File: src/lelr_pkg.sv
// Shared constants, payload words and control types of the line-evicting log ring.
package lelr_pkg;

  localparam int STORE_DEPTH = 4096;
  localparam int PTR_W       = $clog2(STORE_DEPTH);
  localparam int OFFS_W      = 12;
  localparam int FILL_W      = 12;
  localparam int CMP_W       = (PTR_W > OFFS_W) ? PTR_W : OFFS_W;

  localparam logic [7:0] LINE_END  = 8'h0A;
  localparam logic       OP_APPEND = 1'b0;
  localparam logic       OP_READ   = 1'b1;

  typedef struct packed {
    logic              op;
    logic [7:0]        data_byte;
    logic [OFFS_W-1:0] read_offset;
  } lelr_in_t;

  typedef struct packed {
    logic [7:0]        read_byte;
    logic              in_range;
    logic [FILL_W-1:0] fill_length;
    logic              line_dropped;
  } lelr_out_t;

  typedef enum logic [1:0] {
    ST_IDLE,
    ST_WALK_RD,
    ST_WALK_CHK
  } lelr_state_t;

  typedef struct packed {
    logic accept;
    logic walk_issue;
    logic walk_check;
    logic finish;
  } lelr_cmd_t;

  typedef struct packed {
    logic evict_hit;
    logic walk_nl;
    logic walk_last;
  } lelr_stat_t;

endpackage

File: src/lelr_ctrl.sv
// Controller state machine: accepts words and sequences the eviction walk.
module lelr_ctrl (
  input  logic                 clk,
  input  logic                 rst_n,
  input  logic                 start,
  output logic                 busy,
  input  lelr_pkg::lelr_stat_t stat,
  output lelr_pkg::lelr_cmd_t  cmd
);
  import lelr_pkg::*;

  lelr_state_t state_r, state_nxt;

  always_ff @(posedge clk) begin
    if (!rst_n) begin
      state_r <= ST_IDLE;
    end else begin
      state_r <= state_nxt;
    end
  end

  always_comb begin
    state_nxt = state_r;
    unique case (state_r)
      ST_IDLE: begin
        if (start && stat.evict_hit) begin
          state_nxt = ST_WALK_RD;
        end
      end
      ST_WALK_RD: begin
        state_nxt = ST_WALK_CHK;
      end
      ST_WALK_CHK: begin
        if (stat.walk_nl || stat.walk_last) begin
          state_nxt = ST_IDLE;
        end else begin
          state_nxt = ST_WALK_RD;
        end
      end
      default: begin
        state_nxt = ST_IDLE;
      end
    endcase
  end

  always_comb begin
    busy = 1'b1;
    cmd  = '0;
    unique case (state_r)
      ST_IDLE: begin
        busy       = 1'b0;
        cmd.accept = start;
        cmd.finish = start && !stat.evict_hit;
      end
      ST_WALK_RD: begin
        cmd.walk_issue = 1'b1;
      end
      ST_WALK_CHK: begin
        cmd.walk_check = 1'b1;
        cmd.finish     = stat.walk_nl || stat.walk_last;
      end
      default: begin
        busy = 1'b1;
      end
    endcase
  end

endmodule

File: config.mk
export PLATFORM = sky130hd
export DESIGN_NAME = lelr_ctrl
export DESIGN_NICKNAME = d
export VERILOG_FILES = /design/src/lelr_pkg.sv /design/src/lelr_ctrl.sv
export SDC_FILE = /design/constraint.sdc
export NUM_CORES = 1
export LEC_CHECK = 0
export CORE_AREA = 3 3 40 42
export DETAILED_ROUTE_END_ITERATION = 12
export DIE_AREA = 0 0 43 45
export DONT_BUFFER_PORTS = 1
export PLACE_DENSITY = 0.3
export REMOVE_ABC_BUFFERS = 1
export SETUP_SLACK_MARGIN = 0.2
export SKIP_LAST_GASP = 1
export SYNTH_ARGS = -nofsm -noshare
export SYNTH_HDL_FRONTEND = slang
export SYNTH_SLANG_ARGS = --single-unit
File: constraint.sdc
create_clock -name clk -period 2.61 [get_ports clk]
set_input_delay 0.783 -clock clk [delete_from_list [all_inputs] [get_ports clk]]
set_output_delay 0.783 -clock clk [all_outputs]
set_load 0.05 [all_outputs]
---- Yosys cells after proc, flatten, opt, wreduce, memory -nomap -nowiden ----
Cells that the tools add are included.
word-level totals
  flip-flop bits (word level) ............. 2
  bits of input ports ..................... 6
  logic and storage cells ................. 17
operators by class
  equal/unequal tests ..................... 3
  mux-type cells .......................... 8
  reduce and logical (&&, ||, !) cells .... 5
operator list
  operator            number
  $pmux 2 s3          1
  $mux 1              5
  $eq 2x1->1 const B  1
  $eq 2x2->1 const B  1
  $logic_and 1x1->1   2
  $logic_not 2->1     1
  $mux 2              1
  $ne 2x2->1 const B  1
  $pmux 1 s2          1
  $logic_not 1->1     1
  $logic_or 1x1->1    1

---- Longest topological paths before layout ----
Gate-level depths: netlist (run 1).
  depth in word-level cells ............... 3
  mapped depth ............................ 2
  mapped depth without buffers ............ 2

---- Worst setup path after synthesis (run 1) ----
Ideal clock, no wire load.
  path type ............................... input port to output port
  start ................................... in stat[2] (netlist name)
  end ..................................... out cmd[0] (netlist name)
  arrival time ............................ 1.916 ns
  slack ................................... -0.089 ns
  stages .................................. 2
  path buffers ............................ 0
  cells stage by stage .................... or3b_1 > a21oi_1
RTL lines
  what         RTL line        text
  from (decl)  lelr_ctrl.sv:7  input lelr_pkg::lelr_stat_t stat,
  to (decl)    lelr_ctrl.sv:8  output lelr_pkg::lelr_cmd_t cmd

==> impl_results.html, run 1 <==
<table>
<tr><th>Metric</th><th>Value</th></tr>
<tr><th colspan="2">Run status</th></tr>
<tr><td>Result of the run</td><td>finished clean</td></tr>
<tr><th colspan="2">STA</th></tr>
<tr><td>Hold Fails Final Rpt</td><td>0</td></tr>
<tr><td>Worst Hold Margin</td><td>578 ps</td></tr>
<tr><td>Max Transition Viols Final</td><td>0</td></tr>
<tr><td>Setup repair after global routing missed its margin</td><td>no</td></tr>
<tr><td>Final worst-path cycle share</td><td>0.869</td></tr>
<tr><td>Setup violation total in the final timing report</td><td>0</td></tr>
<tr><td>Post-route setup slack</td><td>343 ps</td></tr>
<tr><td>FMAX</td><td>0.441 GHz</td></tr>
<tr><td>Clock Skew</td><td>6.06 ps</td></tr>
<tr><td>Worst Tran Pin Value</td><td>484 ps</td></tr>
<tr><td>Setup TNS</td><td>0 ps</td></tr>
<tr><td>Shortest period the worst path allows</td><td>2270 ps</td></tr>
<tr><td>Headroom to the max-slew limit</td><td>0.677</td></tr>
<tr><th colspan="2">Floorplan</th></tr>
<tr><td>Area of the die</td><td>1940 um^2</td></tr>
<tr><td>DIE HEIGHT</td><td>45 um</td></tr>
<tr><td>Die Wd</td><td>43 um</td></tr>
<tr><td>Number of rows in the core area</td><td>13</td></tr>
<tr><td>Core region area</td><td>1280 um^2</td></tr>
<tr><td>Effective utilization at floorplan</td><td>0.0993</td></tr>
<tr><td>Top-level port count</td><td>11</td></tr>
<tr><th colspan="2">Route</th></tr>
<tr><td>Number of routed nets with antenna violations</td><td>0</td></tr>
<tr><td>Pre-Repair DR Iteration Count</td><td>2</td></tr>
<tr><td>Number of remaining DRC errors</td><td>0</td></tr>
<tr><td>Total wire length after detailed routing</td><td>337 um</td></tr>
<tr><td>Average wire per cell in the routed design</td><td>9.36 um</td></tr>
<tr><td>Detail-routed via count per cell</td><td>3.69</td></tr>
<tr><td>Violation count after the first detailed-routing iteration</td><td>1</td></tr>
<tr><td>Count of vias placed by the detailed router</td><td>133</td></tr>
<tr><th colspan="2">Yosys</th></tr>
<tr><td>FF+latch count, synth</td><td>2</td></tr>
<tr><td>Unique cell type count in the Yosys netlist</td><td>13</td></tr>
<tr><td>Sequential fraction of the synthesis area</td><td>0.314</td></tr>
<tr><td>Avg Synthesized Cell Area</td><td>7.98 um^2</td></tr>
<tr><td>Number of warning messages in the yosys log</td><td>0</td></tr>
<tr><td>Post-synthesis cell count</td><td>16</td></tr>
<tr><td>Combined area of all synthesized cells</td><td>128 um^2</td></tr>
<tr><th colspan="2">Job</th></tr>
<tr><td>Reported max-cap violation count</td><td>0</td></tr>
<tr><th colspan="2">Final layout</th></tr>
<tr><td>Flip-flop count of the largest register, all copies and words added</td><td>2</td></tr>
<tr><td>NumNets Final</td><td>29</td></tr>
<tr><td>Top library cells by usage in the layout, fill and taps aside</td><td>sky130_fd_sc_hd__clkbuf_4 (3), sky130_fd_sc_hd__buf_4 (3), sky130_fd_sc_hd__or3b_1 (2), sky130_fd_sc_hd__a21oi_1 (2), sky130_fd_sc_hd__dfxtp_1 (2)</td></tr>
<tr><td>Proportion of layout cells with a drive suffix above 1</td><td>0.333</td></tr>
<tr><td>Largest reg by FF count</td><td>state_r</td></tr>
<tr><td>Number of fill cells</td><td>152</td></tr>
<tr><td>Total inserted antenna cells</td><td>0</td></tr>
<tr><td>Largest registers in the final layout</td><td>state_r: 2 flops</td></tr>
<tr><td>Core Util, Final</td><td>0.143</td></tr>
<tr><td>Post-route cell area</td><td>184 um^2</td></tr>
<tr><td>Synthesis-to-finish area growth</td><td>44.1%</td></tr>
<tr><th colspan="2">Global route</th></tr>
<tr><td>Maximum number of pins on one net before global-route repair</td><td>8</td></tr>
<tr><td>Initial antenna violation count</td><td>0</td></tr>
<tr><td>Total congestion overflow after global routing</td><td>0</td></tr>
<tr><td>Total GRT Usage</td><td>0.0548</td></tr>
<tr><td>Global-route wire length before repair</td><td>683 um</td></tr>
<tr><td>Number of global-route vias before repair</td><td>147</td></tr>
<tr><th colspan="2">Setup path</th></tr>
<tr><td>Category of the most critical setup path</td><td>in2out</td></tr>
<tr><td>Delay of the slowest cell on the worst path</td><td>340 ps</td></tr>
<tr><td>WP data arrival</td><td>1480 ps</td></tr>
<tr><td>Cell type of the slowest stage on the worst timing path</td><td>sky130_fd_sc_hd__or3b_1</td></tr>
<tr><td>CP Launch Type</td><td>input pin</td></tr>
<tr><td>Worst setup EP type</td><td>primary output</td></tr>
<tr><td>Worst-path fanout max</td><td>2</td></tr>
<tr><td>Reg2Reg Launch Point</td><td>state_r[1]</td></tr>
<tr><td>First element of the critical path</td><td>stat[2]</td></tr>
<tr><td>Bufs and invs on worst path</td><td>1</td></tr>
<tr><td>Required time at the worst-slack endpoint</td><td>1830 ps</td></tr>
<tr><td>Cell family contributing the most delay on the critical path</td><td>simple AND/OR/NAND/NOR gates</td></tr>
<tr><td>Ordered cell list for the critical path</td><td>or3b_1 &gt; a21oi_1 &gt; buf_4</td></tr>
<tr><th colspan="2">Power</th></tr>
<tr><td>VDD IR-drop max</td><td>0.000279 V</td></tr>
<tr><td>Power per standard cell area</td><td>704 nW/um^2</td></tr>
<tr><td>Leak Pwr</td><td>0.0000838 uW</td></tr>
<tr><th colspan="2">Place</th></tr>
<tr><td>Post-place setup slack</td><td>348 ps</td></tr>
<tr><td>IO buf count</td><td>0</td></tr>
<tr><td>Final Wtd Congestion</td><td>0.641</td></tr>
<tr><td>Total placed instance area</td><td>161 um^2</td></tr>
<tr><th colspan="2">Clock tree</th></tr>
<tr><td>Number of post-CTS setup repair buffers</td><td>0</td></tr>
<tr><td>Sinks on Clock Net</td><td>2</td></tr>
<tr><td>Post-cts hold buffer count</td><td>0</td></tr>
<tr><td>Clock-pin slew reported for the worst setup and hold paths after clock tree synthesis</td><td>30 ps</td></tr>
<tr><td>CTS tree</td><td>yes</td></tr>
<tr><td>H-tree depth</td><td>1</td></tr>
<tr><td>Number of buffers inserted during clock tree synthesis</td><td>3</td></tr>
<tr><td>Buffers from clock root to sink, at most</td><td>2</td></tr>
<tr><td>Worst skew pair latency</td><td>230 ps</td></tr>
<tr><td>Buffer cell driving the clock tree root</td><td>sky130_fd_sc_hd__clkbuf_4</td></tr>
<tr><td>Post_cts resized</td><td>0</td></tr>
<tr><th colspan="2">Min path</th></tr>
<tr><td>Hold path startpoint</td><td>state_r[0]</td></tr>
<tr><td>Hold Crit Class</td><td>reg2reg</td></tr>
</table>
## metal layers
metal	wire length, um	GRT usage	up-vias
met3	122	0.0996	0
met5	0	0	-
met4	0	0.0181	0
met2	79	0.0509	15
li1	-	-	64
met1	135	0.0502	54
## worst paths after layout
kind,slack [ps],endpoint,cells after the start
hold / removal,580,state_r[0],2
setup reg to reg,1490,state_r[1],2
setup / recovery,340,cmd[0],3
hold reg to reg,580,state_r[0],2
## power breakdown
group | switching [uW] | leakage [uW] | total [uW] | internal [uW]
sequential | 1.32 | 0.0000163 | 33.3 | 32.0
combinational | 20.1 | 0.0000536 | 27.8 | 7.61
clock | 17.7 | 0.0000138 | 68.5 | 50.7
total | 39.2 | 0.0000838 | 130 | 90.3
## per-stage QoR
step,power [uW],instances
finish,130,36
global route,144,36
CTS,135,36
detailed placement,61.6,33
global placement,61.5,33
floorplan,56.2,15
## cells by family (layout without fill, tap and decap cells)
| family | Yosys count | in the layout | synth area share |
|---|---|---|---|
| and+or+nand+nor | 9 | 9 | 0.481 |
| AOI/OAI and AO/OA | 3 | 3 | 0.118 |
| buffers and inverters | 2 | 7 | 0.0882 |
| DFF | 2 | 2 | 0.314 |
## Yosys cell counts
library cell	instances	share of area
sky130_fd_sc_hd__dfxtp_1	2	0.31
sky130_fd_sc_hd__or3b_1	2	0.14
sky130_fd_sc_hd__buf_4	1	0.059
sky130_fd_sc_hd__nand3b_1	1	0.059
sky130_fd_sc_hd__inv_1	1	0.029
sky130_fd_sc_hd__or2_2	1	0.049
sky130_fd_sc_hd__and2_1	1	0.049
sky130_fd_sc_hd__nor2b_1	1	0.049
sky130_fd_sc_hd__o21ai_0	1	0.039
sky130_fd_sc_hd__and2b_1	1	0.059
sky130_fd_sc_hd__nor2_1	1	0.029
sky130_fd_sc_hd__nand2b_1	1	0.049
sky130_fd_sc_hd__a21oi_1	2	0.078
## worst register-to-register path: stages, from the launching register on
cell and delay, ps:
sky130_fd_sc_hd__dfxtp_1 380, sky130_fd_sc_hd__and2b_1 380, sky130_fd_sc_hd__and2_1 240
## cell type report
class / instances / area, um^2 / share of cell area
multi-input cells: 12 / 76.3 / 0.415
clock buffers: 3 / 22.5 / 0.122
inverters: 1 / 3.75 / 0.0204
flip-flops and latches: 2 / 40.0 / 0.218
repair buffers: 3 / 22.5 / 0.122
well taps: 15 / 18.8 / 0.102
(Power assumes the default switching activity.)
==> run 2: changes to the inputs <==
--- a/config.mk
+++ b/config.mk
@@ -5,6 +5,7 @@
 export SDC_FILE = /design/constraint.sdc
 export NUM_CORES = 1
 export LEC_CHECK = 0
+export ABC_AREA = 1
 export CORE_AREA = 3 3 40 42
 export DETAILED_ROUTE_END_ITERATION = 12
 export DIE_AREA = 0 0 43 45
==> impl_results.html, run 2 <==
<table>
<tr><th>Metric</th><th>Value</th></tr>
<tr><th colspan="2">Setup path</th></tr>
<tr><td>WP data arrival</td><td>1330 ps</td></tr>
<tr><td>Ordered cell list for the critical path</td><td>nor2_2 &gt; inv_2 &gt; nor2_2</td></tr>
<tr><td>Cell family contributing the most delay on the critical path</td><td>simple AND/OR/NAND/NOR gates</td></tr>
<tr><td>Critical Path Sink</td><td>cmd[3]</td></tr>
<tr><td>Required time at the worst-slack endpoint</td><td>1830 ps</td></tr>
<tr><td>Reg-to-reg slack, setup</td><td>1850 ps</td></tr>
<tr><td>Stages on the worst setup path</td><td>3</td></tr>
<tr><td>Category of the most critical setup path</td><td>reg2out</td></tr>
<tr><td>Worst-path fanout max</td><td>6</td></tr>
<tr><td>Delay of the slowest cell on the worst path</td><td>460 ps</td></tr>
<tr><td>Worst setup EP type</td><td>primary output</td></tr>
<tr><td>Most frequent cell on the critical path</td><td>sky130_fd_sc_hd__nor2_2</td></tr>
<tr><td>First element of the critical path</td><td>state_r[1]</td></tr>
<tr><td>Cell type of the slowest stage on the worst timing path</td><td>sky130_fd_sc_hd__nor2_2</td></tr>
<tr><td>Reg2Reg Launch Point</td><td>state_r[1]</td></tr>
<tr><td>Logic depth of the worst register-to-register path</td><td>3</td></tr>
<tr><td>CP Launch Type</td><td>flip-flop</td></tr>
<tr><td>R2r endpoint</td><td>state_r[0]</td></tr>
<tr><td>Bufs and invs on worst path</td><td>1</td></tr>
<tr><th colspan="2">Final layout</th></tr>
<tr><td>Multi-input logic area</td><td>68.8 um^2</td></tr>
<tr><td>NumNets Final</td><td>33</td></tr>
<tr><td>Largest registers in the final layout</td><td>state_r: 2 flops</td></tr>
<tr><td>Number of fill cells</td><td>152</td></tr>
<tr><td>Top library cells by usage in the layout, fill and taps aside</td><td>sky130_fd_sc_hd__nor2_1 (5), sky130_fd_sc_hd__inv_1 (4), sky130_fd_sc_hd__clkbuf_4 (3)</td></tr>
<tr><td>Post-route cell area</td><td>176 um^2</td></tr>
<tr><td>Synthesis-to-finish area growth</td><td>30.6%</td></tr>
<tr><td>Core Util, Final</td><td>0.137</td></tr>
<tr><td>Flip-flop count of the largest register, all copies and words added</td><td>2</td></tr>
<tr><td>Most common library cell in the layout ignoring fill and taps</td><td>sky130_fd_sc_hd__nor2_1</td></tr>
<tr><td>Proportion of layout cells with a drive suffix above 1</td><td>0.360</td></tr>
<tr><td>Largest reg by FF count</td><td>state_r</td></tr>
<tr><td>Footprint of the flip-flops and latches</td><td>40.0 um^2</td></tr>
<tr><td>Total inserted antenna cells</td><td>0</td></tr>
<tr><th colspan="2">Clock tree</th></tr>
<tr><td>Clock-pin slew reported for the worst setup and hold paths after clock tree synthesis</td><td>30 ps</td></tr>
<tr><td>Worst skew pair latency</td><td>220 ps</td></tr>
<tr><td>Post-cts hold buffer count</td><td>0</td></tr>
<tr><td>Post_cts resized</td><td>0</td></tr>
<tr><td>Sinks on Clock Net</td><td>2</td></tr>
<tr><td>Number of buffers inserted during clock tree synthesis</td><td>3</td></tr>
<tr><td>Buffer cell driving the clock tree root</td><td>sky130_fd_sc_hd__clkbuf_4</td></tr>
<tr><td>Buffers from clock root to sink, at most</td><td>2</td></tr>
<tr><td>Number of post-CTS setup repair buffers</td><td>0</td></tr>
<tr><td>H-tree depth</td><td>1</td></tr>
<tr><td>CTS tree</td><td>yes</td></tr>
<tr><th colspan="2">Yosys</th></tr>
<tr><td>FF+latch count, synth</td><td>2</td></tr>
<tr><td>Avg Synthesized Cell Area</td><td>6.14 um^2</td></tr>
<tr><td>Combined area of all synthesized cells</td><td>135 um^2</td></tr>
<tr><td>Top FF cell, synth</td><td>sky130_fd_sc_hd__dfxtp_1</td></tr>
<tr><td>Unique cell type count in the Yosys netlist</td><td>12</td></tr>
<tr><td>Leading area contributor after synthesis</td><td>sky130_fd_sc_hd__dfxtp_1</td></tr>
<tr><td>Cell types with the highest counts after synthesis</td><td>sky130_fd_sc_hd__nor2_1 (5), sky130_fd_sc_hd__inv_1 (4), sky130_fd_sc_hd__dfxtp_1 (2), sky130_fd_sc_hd__nand2_1 (2), sky130_fd_sc_hd__nor2_2 (2)</td></tr>
<tr><td>Share of synthesized flip-flops with an asynchronous set or reset</td><td>0</td></tr>
<tr><td>Number of warning messages in the yosys log</td><td>0</td></tr>
<tr><td>Top-area cell type share of the netlist area</td><td>0.296</td></tr>
<tr><td>Most common cell in the synthesized netlist</td><td>sky130_fd_sc_hd__nor2_1</td></tr>
<tr><td>Sequential fraction of the synthesis area</td><td>0.296</td></tr>
<tr><td>Post-synthesis cell count</td><td>22</td></tr>
<tr><td>Count of flip-flops with a built-in enable after synthesis</td><td>0</td></tr>
<tr><td>Top post-synthesis cells by area</td><td>sky130_fd_sc_hd__dfxtp_1 (30%), sky130_fd_sc_hd__nor2_1 (14%), sky130_fd_sc_hd__inv_1 (11%)</td></tr>
<tr><th colspan="2">Route</th></tr>
<tr><td>Number of remaining DRC errors</td><td>0</td></tr>
<tr><td>Total wire length after detailed routing</td><td>348 um</td></tr>
<tr><td>Count of vias placed by the detailed router</td><td>139</td></tr>
<tr><td>Average wire per cell in the routed design</td><td>8.70 um</td></tr>
<tr><td>Detail-routed via count per cell</td><td>3.48</td></tr>
<tr><td>Pre-Repair DR Iteration Count</td><td>2</td></tr>
<tr><td>Number of routed nets with antenna violations</td><td>0</td></tr>
<tr><td>Violation count after the first detailed-routing iteration</td><td>4</td></tr>
<tr><th colspan="2">Power</th></tr>
<tr><td>Leak Pwr</td><td>0.0000915 uW</td></tr>
<tr><td>Power per standard cell area</td><td>763 nW/um^2</td></tr>
<tr><td>VDD IR-drop max</td><td>0.0000995 V</td></tr>
<tr><th colspan="2">STA</th></tr>
<tr><td>Worst Tran Pin Value</td><td>575 ps</td></tr>
<tr><td>Final worst-path cycle share</td><td>0.810</td></tr>
<tr><td>Shortest period the worst path allows</td><td>2110 ps</td></tr>
<tr><td>Setup repair after global routing missed its margin</td><td>no</td></tr>
<tr><td>Hold Fails Final Rpt</td><td>0</td></tr>
<tr><td>FMAX</td><td>0.473 GHz</td></tr>
<tr><td>Clock Skew</td><td>2.07 ps</td></tr>
<tr><td>Max Transition Viols Final</td><td>0</td></tr>
<tr><td>Setup violation total in the final timing report</td><td>0</td></tr>
<tr><td>Headroom to the max-slew limit</td><td>0.617</td></tr>
<tr><td>Setup TNS</td><td>0 ps</td></tr>
<tr><th colspan="2">Global route</th></tr>
<tr><td>Global-route wire length before repair</td><td>627 um</td></tr>
<tr><td>Number of global-route vias before repair</td><td>159</td></tr>
<tr><td>Maximum number of pins on one net before global-route repair</td><td>7</td></tr>
<tr><td>Total congestion overflow after global routing</td><td>0</td></tr>
<tr><td>Initial antenna violation count</td><td>0</td></tr>
<tr><td>Total GRT Usage</td><td>0.0532</td></tr>
<tr><th colspan="2">Floorplan</th></tr>
<tr><td>Core region area</td><td>1280 um^2</td></tr>
<tr><td>Number of rows in the core area</td><td>13</td></tr>
<tr><td>Effective utilization at floorplan</td><td>0.105</td></tr>
<tr><td>DIE HEIGHT</td><td>45 um</td></tr>
<tr><td>Die Wd</td><td>43 um</td></tr>
<tr><td>Top-level port count</td><td>11</td></tr>
<tr><td>Area of the die</td><td>1940 um^2</td></tr>
<tr><th colspan="2">Place</th></tr>
<tr><td>IO buf count</td><td>0</td></tr>
<tr><td>Total placed instance area</td><td>154 um^2</td></tr>
<tr><td>Final Wtd Congestion</td><td>0.737</td></tr>
<tr><td>DPL Wire Length</td><td>282 um</td></tr>
<tr><th colspan="2">Min path</th></tr>
<tr><td>Hold Crit Class</td><td>reg2reg</td></tr>
<tr><th colspan="2">Job</th></tr>
<tr><td>Reported max-cap violation count</td><td>0</td></tr>
<tr><th colspan="2">Run status</th></tr>
<tr><td>Result of the run</td><td>finished clean</td></tr>
</table>
run 2: changes by cell type after synthesis, moves of 2 or more:
cell                      delta
sky130_fd_sc_hd__nand2_1     +2
sky130_fd_sc_hd__nor2_1      +4
sky130_fd_sc_hd__inv_1       +3
sky130_fd_sc_hd__or3b_1      -2
sky130_fd_sc_hd__nor2_2      +2
run 2: worst reg2reg max path, delay by kind of cell (launching register included):
| family | cells | cell delay, ps |
|---|---|---|
| simple gates | 2 | 110 |
| compound gates | 1 | 120 |
| flops | 1 | 410 |
run 2: cells by family after synthesis:
| family | count (synthesis) | share of synthesized area |
|---|---|---|
| compound gates | 3 | 0.139 |
| simple gates | 11 | 0.370 |
| buf+inv | 6 | 0.194 |
| flops | 2 | 0.296 |
run 2: area by class of cell:
class,count,area share
multi-input cells,14,0.390
flip-flops and latches,2,0.227
clock buffers,3,0.128
inverters,5,0.106
well taps,15,0.106
repair buffers,1,0.0426
run 2: how the worst min path moves through the flow:
stage,from,endpoint,slack [ps],cells past startpoint
after floorplan,state_r[0],state_r[1],490,2
after global placement,state_r[0],state_r[1],520,2
after detailed placement,state_r[0],state_r[1],520,2
after CTS,state_r[0],state_r[1],520,2
after global routing,state_r[0],state_r[1],560,2
final,state_r[0],state_r[1],520,2
run 2: where the power goes:
| group | internal, uW | leakage [uW] | switching, uW |
|---|---|---|---|
| clock network | 50.8 | 0.0000138 | 17.8 |
| registers | 32.3 | 0.0000163 | 1.61 |
| logic | 5.71 | 0.0000614 | 26.4 |
run 2: metrics by stage:
stage	hold slack [ps]	setup WS, ps	std cells	total power, uW
after detailed placement	519	554	37	66.6
after global placement	516	556	37	66.2
after CTS	519	474	40	140
after floorplan	495	571	21	63.2
final	519	496	40	135
after global routing	563	436	40	145
run 2: routing by layer:
layer,vias up,share of wire,GRT usage
met2,12,0.33,0.0599
met5,-,0,0
met4,0,0,0.0723
met1,55,0.47,0.0431
li1,72,-,-
met3,0,0.20,0.0558
==> run 3: changes to the inputs <==
==> constraint.sdc (replaced) <==
create_clock -name clk -period 2.06 [get_ports clk]
set_input_delay 0.618 -clock clk [delete_from_list [all_inputs] [get_ports clk]]
set_output_delay 0.618 -clock clk [all_outputs]
set_load 0.05 [all_outputs]
==> impl_results.html, run 3 (synthesis gave the netlist of run 2 again) <==
<table>
<tr><th>Metric</th><th>Value</th></tr>
<tr><th colspan="2">Place</th></tr>
<tr><td>DPL Wire Length</td><td>304 um</td></tr>
<tr><td>IO buf count</td><td>0</td></tr>
<tr><td>Final Wtd Congestion</td><td>0.765</td></tr>
<tr><td>Post-place setup slack</td><td>361 ps</td></tr>
<tr><th colspan="2">Power</th></tr>
<tr><td>Power per standard cell area</td><td>892 nW/um^2</td></tr>
<tr><td>Leak Pwr</td><td>0.000103 uW</td></tr>
<tr><td>PnR Total Power</td><td>177 uW</td></tr>
<tr><td>VDD IR-drop max</td><td>0.000196 V</td></tr>
<tr><th colspan="2">Setup path</th></tr>
<tr><td>CP Launch Type</td><td>flip-flop</td></tr>
<tr><td>Cell type of the slowest stage on the worst timing path</td><td>sky130_fd_sc_hd__dfxtp_1</td></tr>
<tr><td>Ordered cell list for the critical path</td><td>nor2_4 &gt; inv_4 &gt; nor2_2 &gt; buf_4</td></tr>
<tr><td>First element of the critical path</td><td>state_r[1]</td></tr>
<tr><td>Required time at the worst-slack endpoint</td><td>1440 ps</td></tr>
<tr><td>Worst-path fanout max</td><td>6</td></tr>
<tr><td>Bufs and invs on worst path</td><td>2</td></tr>
<tr><td>Delay of the slowest cell on the worst path</td><td>360 ps</td></tr>
<tr><td>Worst setup EP type</td><td>primary output</td></tr>
<tr><td>WP data arrival</td><td>1130 ps</td></tr>
<tr><td>Reg2Reg Launch Point</td><td>state_r[1]</td></tr>
<tr><td>Cell family contributing the most delay on the critical path</td><td>flip-flops</td></tr>
<tr><td>Category of the most critical setup path</td><td>reg2out</td></tr>
<tr><th colspan="2">Route</th></tr>
<tr><td>Total wire length after detailed routing</td><td>369 um</td></tr>
<tr><td>Detail-routed via count per cell</td><td>3.43</td></tr>
<tr><td>Average wire per cell in the routed design</td><td>8.79 um</td></tr>
<tr><td>Violation count after the first detailed-routing iteration</td><td>1</td></tr>
<tr><td>Number of routed nets with antenna violations</td><td>0</td></tr>
<tr><td>Number of remaining DRC errors</td><td>0</td></tr>
<tr><td>Count of vias placed by the detailed router</td><td>144</td></tr>
<tr><td>Pre-Repair DR Iteration Count</td><td>2</td></tr>
<tr><th colspan="2">STA</th></tr>
<tr><td>Post-route setup slack</td><td>315 ps</td></tr>
<tr><td>Setup TNS</td><td>0 ps</td></tr>
<tr><td>Setup violation total in the final timing report</td><td>0</td></tr>
<tr><td>Final worst-path cycle share</td><td>0.847</td></tr>
<tr><td>Worst Tran Pin Value</td><td>422 ps</td></tr>
<tr><td>Hold Fails Final Rpt</td><td>0</td></tr>
<tr><td>Max Transition Viols Final</td><td>0</td></tr>
<tr><td>FMAX</td><td>0.573 GHz</td></tr>
<tr><td>Headroom to the max-slew limit</td><td>0.718</td></tr>
<tr><td>Setup repair after global routing missed its margin</td><td>no</td></tr>
<tr><td>Shortest period the worst path allows</td><td>1750 ps</td></tr>
<tr><td>Clock Skew</td><td>0.229 ps</td></tr>
<tr><th colspan="2">Min path</th></tr>
<tr><td>Hold path startpoint</td><td>rst_n</td></tr>
<tr><td>Hold Crit Class</td><td>in2reg</td></tr>
<tr><th colspan="2">Run status</th></tr>
<tr><td>Result of the run</td><td>finished clean</td></tr>
<tr><th colspan="2">Clock tree</th></tr>
<tr><td>Buffer cell driving the clock tree root</td><td>sky130_fd_sc_hd__clkbuf_4</td></tr>
<tr><td>Buffers from clock root to sink, at most</td><td>2</td></tr>
<tr><td>Worst skew pair latency</td><td>220 ps</td></tr>
<tr><td>Clock-pin slew reported for the worst setup and hold paths after clock tree synthesis</td><td>30 ps</td></tr>
<tr><td>H-tree depth</td><td>1</td></tr>
<tr><td>Number of post-CTS setup repair buffers</td><td>0</td></tr>
<tr><td>Number of buffers inserted during clock tree synthesis</td><td>3</td></tr>
<tr><td>Post_cts resized</td><td>0</td></tr>
<tr><td>Sinks on Clock Net</td><td>2</td></tr>
<tr><td>Post-cts hold buffer count</td><td>0</td></tr>
<tr><td>CTS tree</td><td>yes</td></tr>
<tr><th colspan="2">Global route</th></tr>
<tr><td>Met1 track utilization from global routing</td><td>0.0502</td></tr>
<tr><td>Maximum number of pins on one net before global-route repair</td><td>7</td></tr>
<tr><td>Number of global-route vias before repair</td><td>164</td></tr>
<tr><td>Met2 demand-to-capacity share in global routing</td><td>0.0509</td></tr>
<tr><td>Most utilized layer in the global route result</td><td>met3</td></tr>
<tr><td>Total GRT Usage</td><td>0.0523</td></tr>
<tr><td>Met3 global-route usage</td><td>0.0757</td></tr>
<tr><td>Initial antenna violation count</td><td>0</td></tr>
<tr><td>Total congestion overflow after global routing</td><td>0</td></tr>
<tr><td>Global-route wire length before repair</td><td>655 um</td></tr>
<tr><th colspan="2">Floorplan</th></tr>
<tr><td>Effective utilization at floorplan</td><td>0.105</td></tr>
<tr><td>Number of rows in the core area</td><td>13</td></tr>
<tr><td>Core region area</td><td>1280 um^2</td></tr>
<tr><td>Die Wd</td><td>43 um</td></tr>
<tr><td>Top-level port count</td><td>11</td></tr>
<tr><td>DIE HEIGHT</td><td>45 um</td></tr>
<tr><td>Area of the die</td><td>1940 um^2</td></tr>
<tr><th colspan="2">Final layout</th></tr>
<tr><td>Total inserted antenna cells</td><td>0</td></tr>
<tr><td>Top library cells by usage in the layout, fill and taps aside</td><td>sky130_fd_sc_hd__nor2_1 (5), sky130_fd_sc_hd__inv_1 (4), sky130_fd_sc_hd__clkbuf_4 (3), sky130_fd_sc_hd__buf_4 (3)</td></tr>
<tr><td>Most common library cell in the layout ignoring fill and taps</td><td>sky130_fd_sc_hd__nor2_1</td></tr>
<tr><td>Proportion of layout cells with a drive suffix above 1</td><td>0.407</td></tr>
<tr><td>Synthesis-to-finish area growth</td><td>47.2%</td></tr>
<tr><td>Largest registers in the final layout</td><td>state_r: 2 flops</td></tr>
<tr><td>Largest reg by FF count</td><td>state_r</td></tr>
<tr><td>Core Util, Final</td><td>0.155</td></tr>
<tr><td>Flip-flop count of the largest register, all copies and words added</td><td>2</td></tr>
<tr><td>NumNets Final</td><td>35</td></tr>
<tr><th colspan="2">Job</th></tr>
<tr><td>Reported max-cap violation count</td><td>0</td></tr>
</table>
[run 3: changes by cell type in the layout (fill, tap and decap cells not counted), sizes merged]
cell	before	now
buf	1	3
[run 3: layer usage]
layer | vias to the layer above | part of all wire | routed length [um]
li1 | 75 | - | -
met1 | 56 | 0.44 | 164
met2 | 13 | 0.30 | 111
met3 | 0 | 0.25 | 94
met4 | 0 | 0 | 0
met5 | - | 0 | 0
[run 3: power breakdown]
part	leakage [uW]	internal, uW	switching [uW]	total [uW]
registers	0.0000163	40.9	2.78	43.6
clock network	0.0000138	64.3	22.7	87.0
logic	0.0000731	12.1	34.7	46.8
[run 3: area by class of cell]
type	instances	area (um^2)
inverter	5	21.3
fill	151	1090
sequential	2	40.0
timing repair buffer	3	22.5
clock buffer	3	22.5
tap	15	18.8
multi-input combinational	14	73.8
[run 3: worst reg2reg max path: stages, from the launching register on]
cell and delay, ps:
sky130_fd_sc_hd__dfxtp_1 450, sky130_fd_sc_hd__o21ai_0 140, sky130_fd_sc_hd__nand2_1 80, sky130_fd_sc_hd__nor2_1 40
[run 3: final timing paths]
kind                endpoint  slack (ps)  depth (start not counted)
setup reg to reg  state_r[0]        1240                          3
setup / recovery      cmd[3]         310                          4
hold / removal    state_r[1]         540                          2
hold reg to reg   state_r[1]         550                          2
[run 3: metrics by stage]
step,hold WS [ps],cell area (um^2),cells
floorplan,495,128,21
global placement,516,169,39
detailed placement,522,169,39
CTS,522,191,42
global route,552,199,42
finish,536,199,42
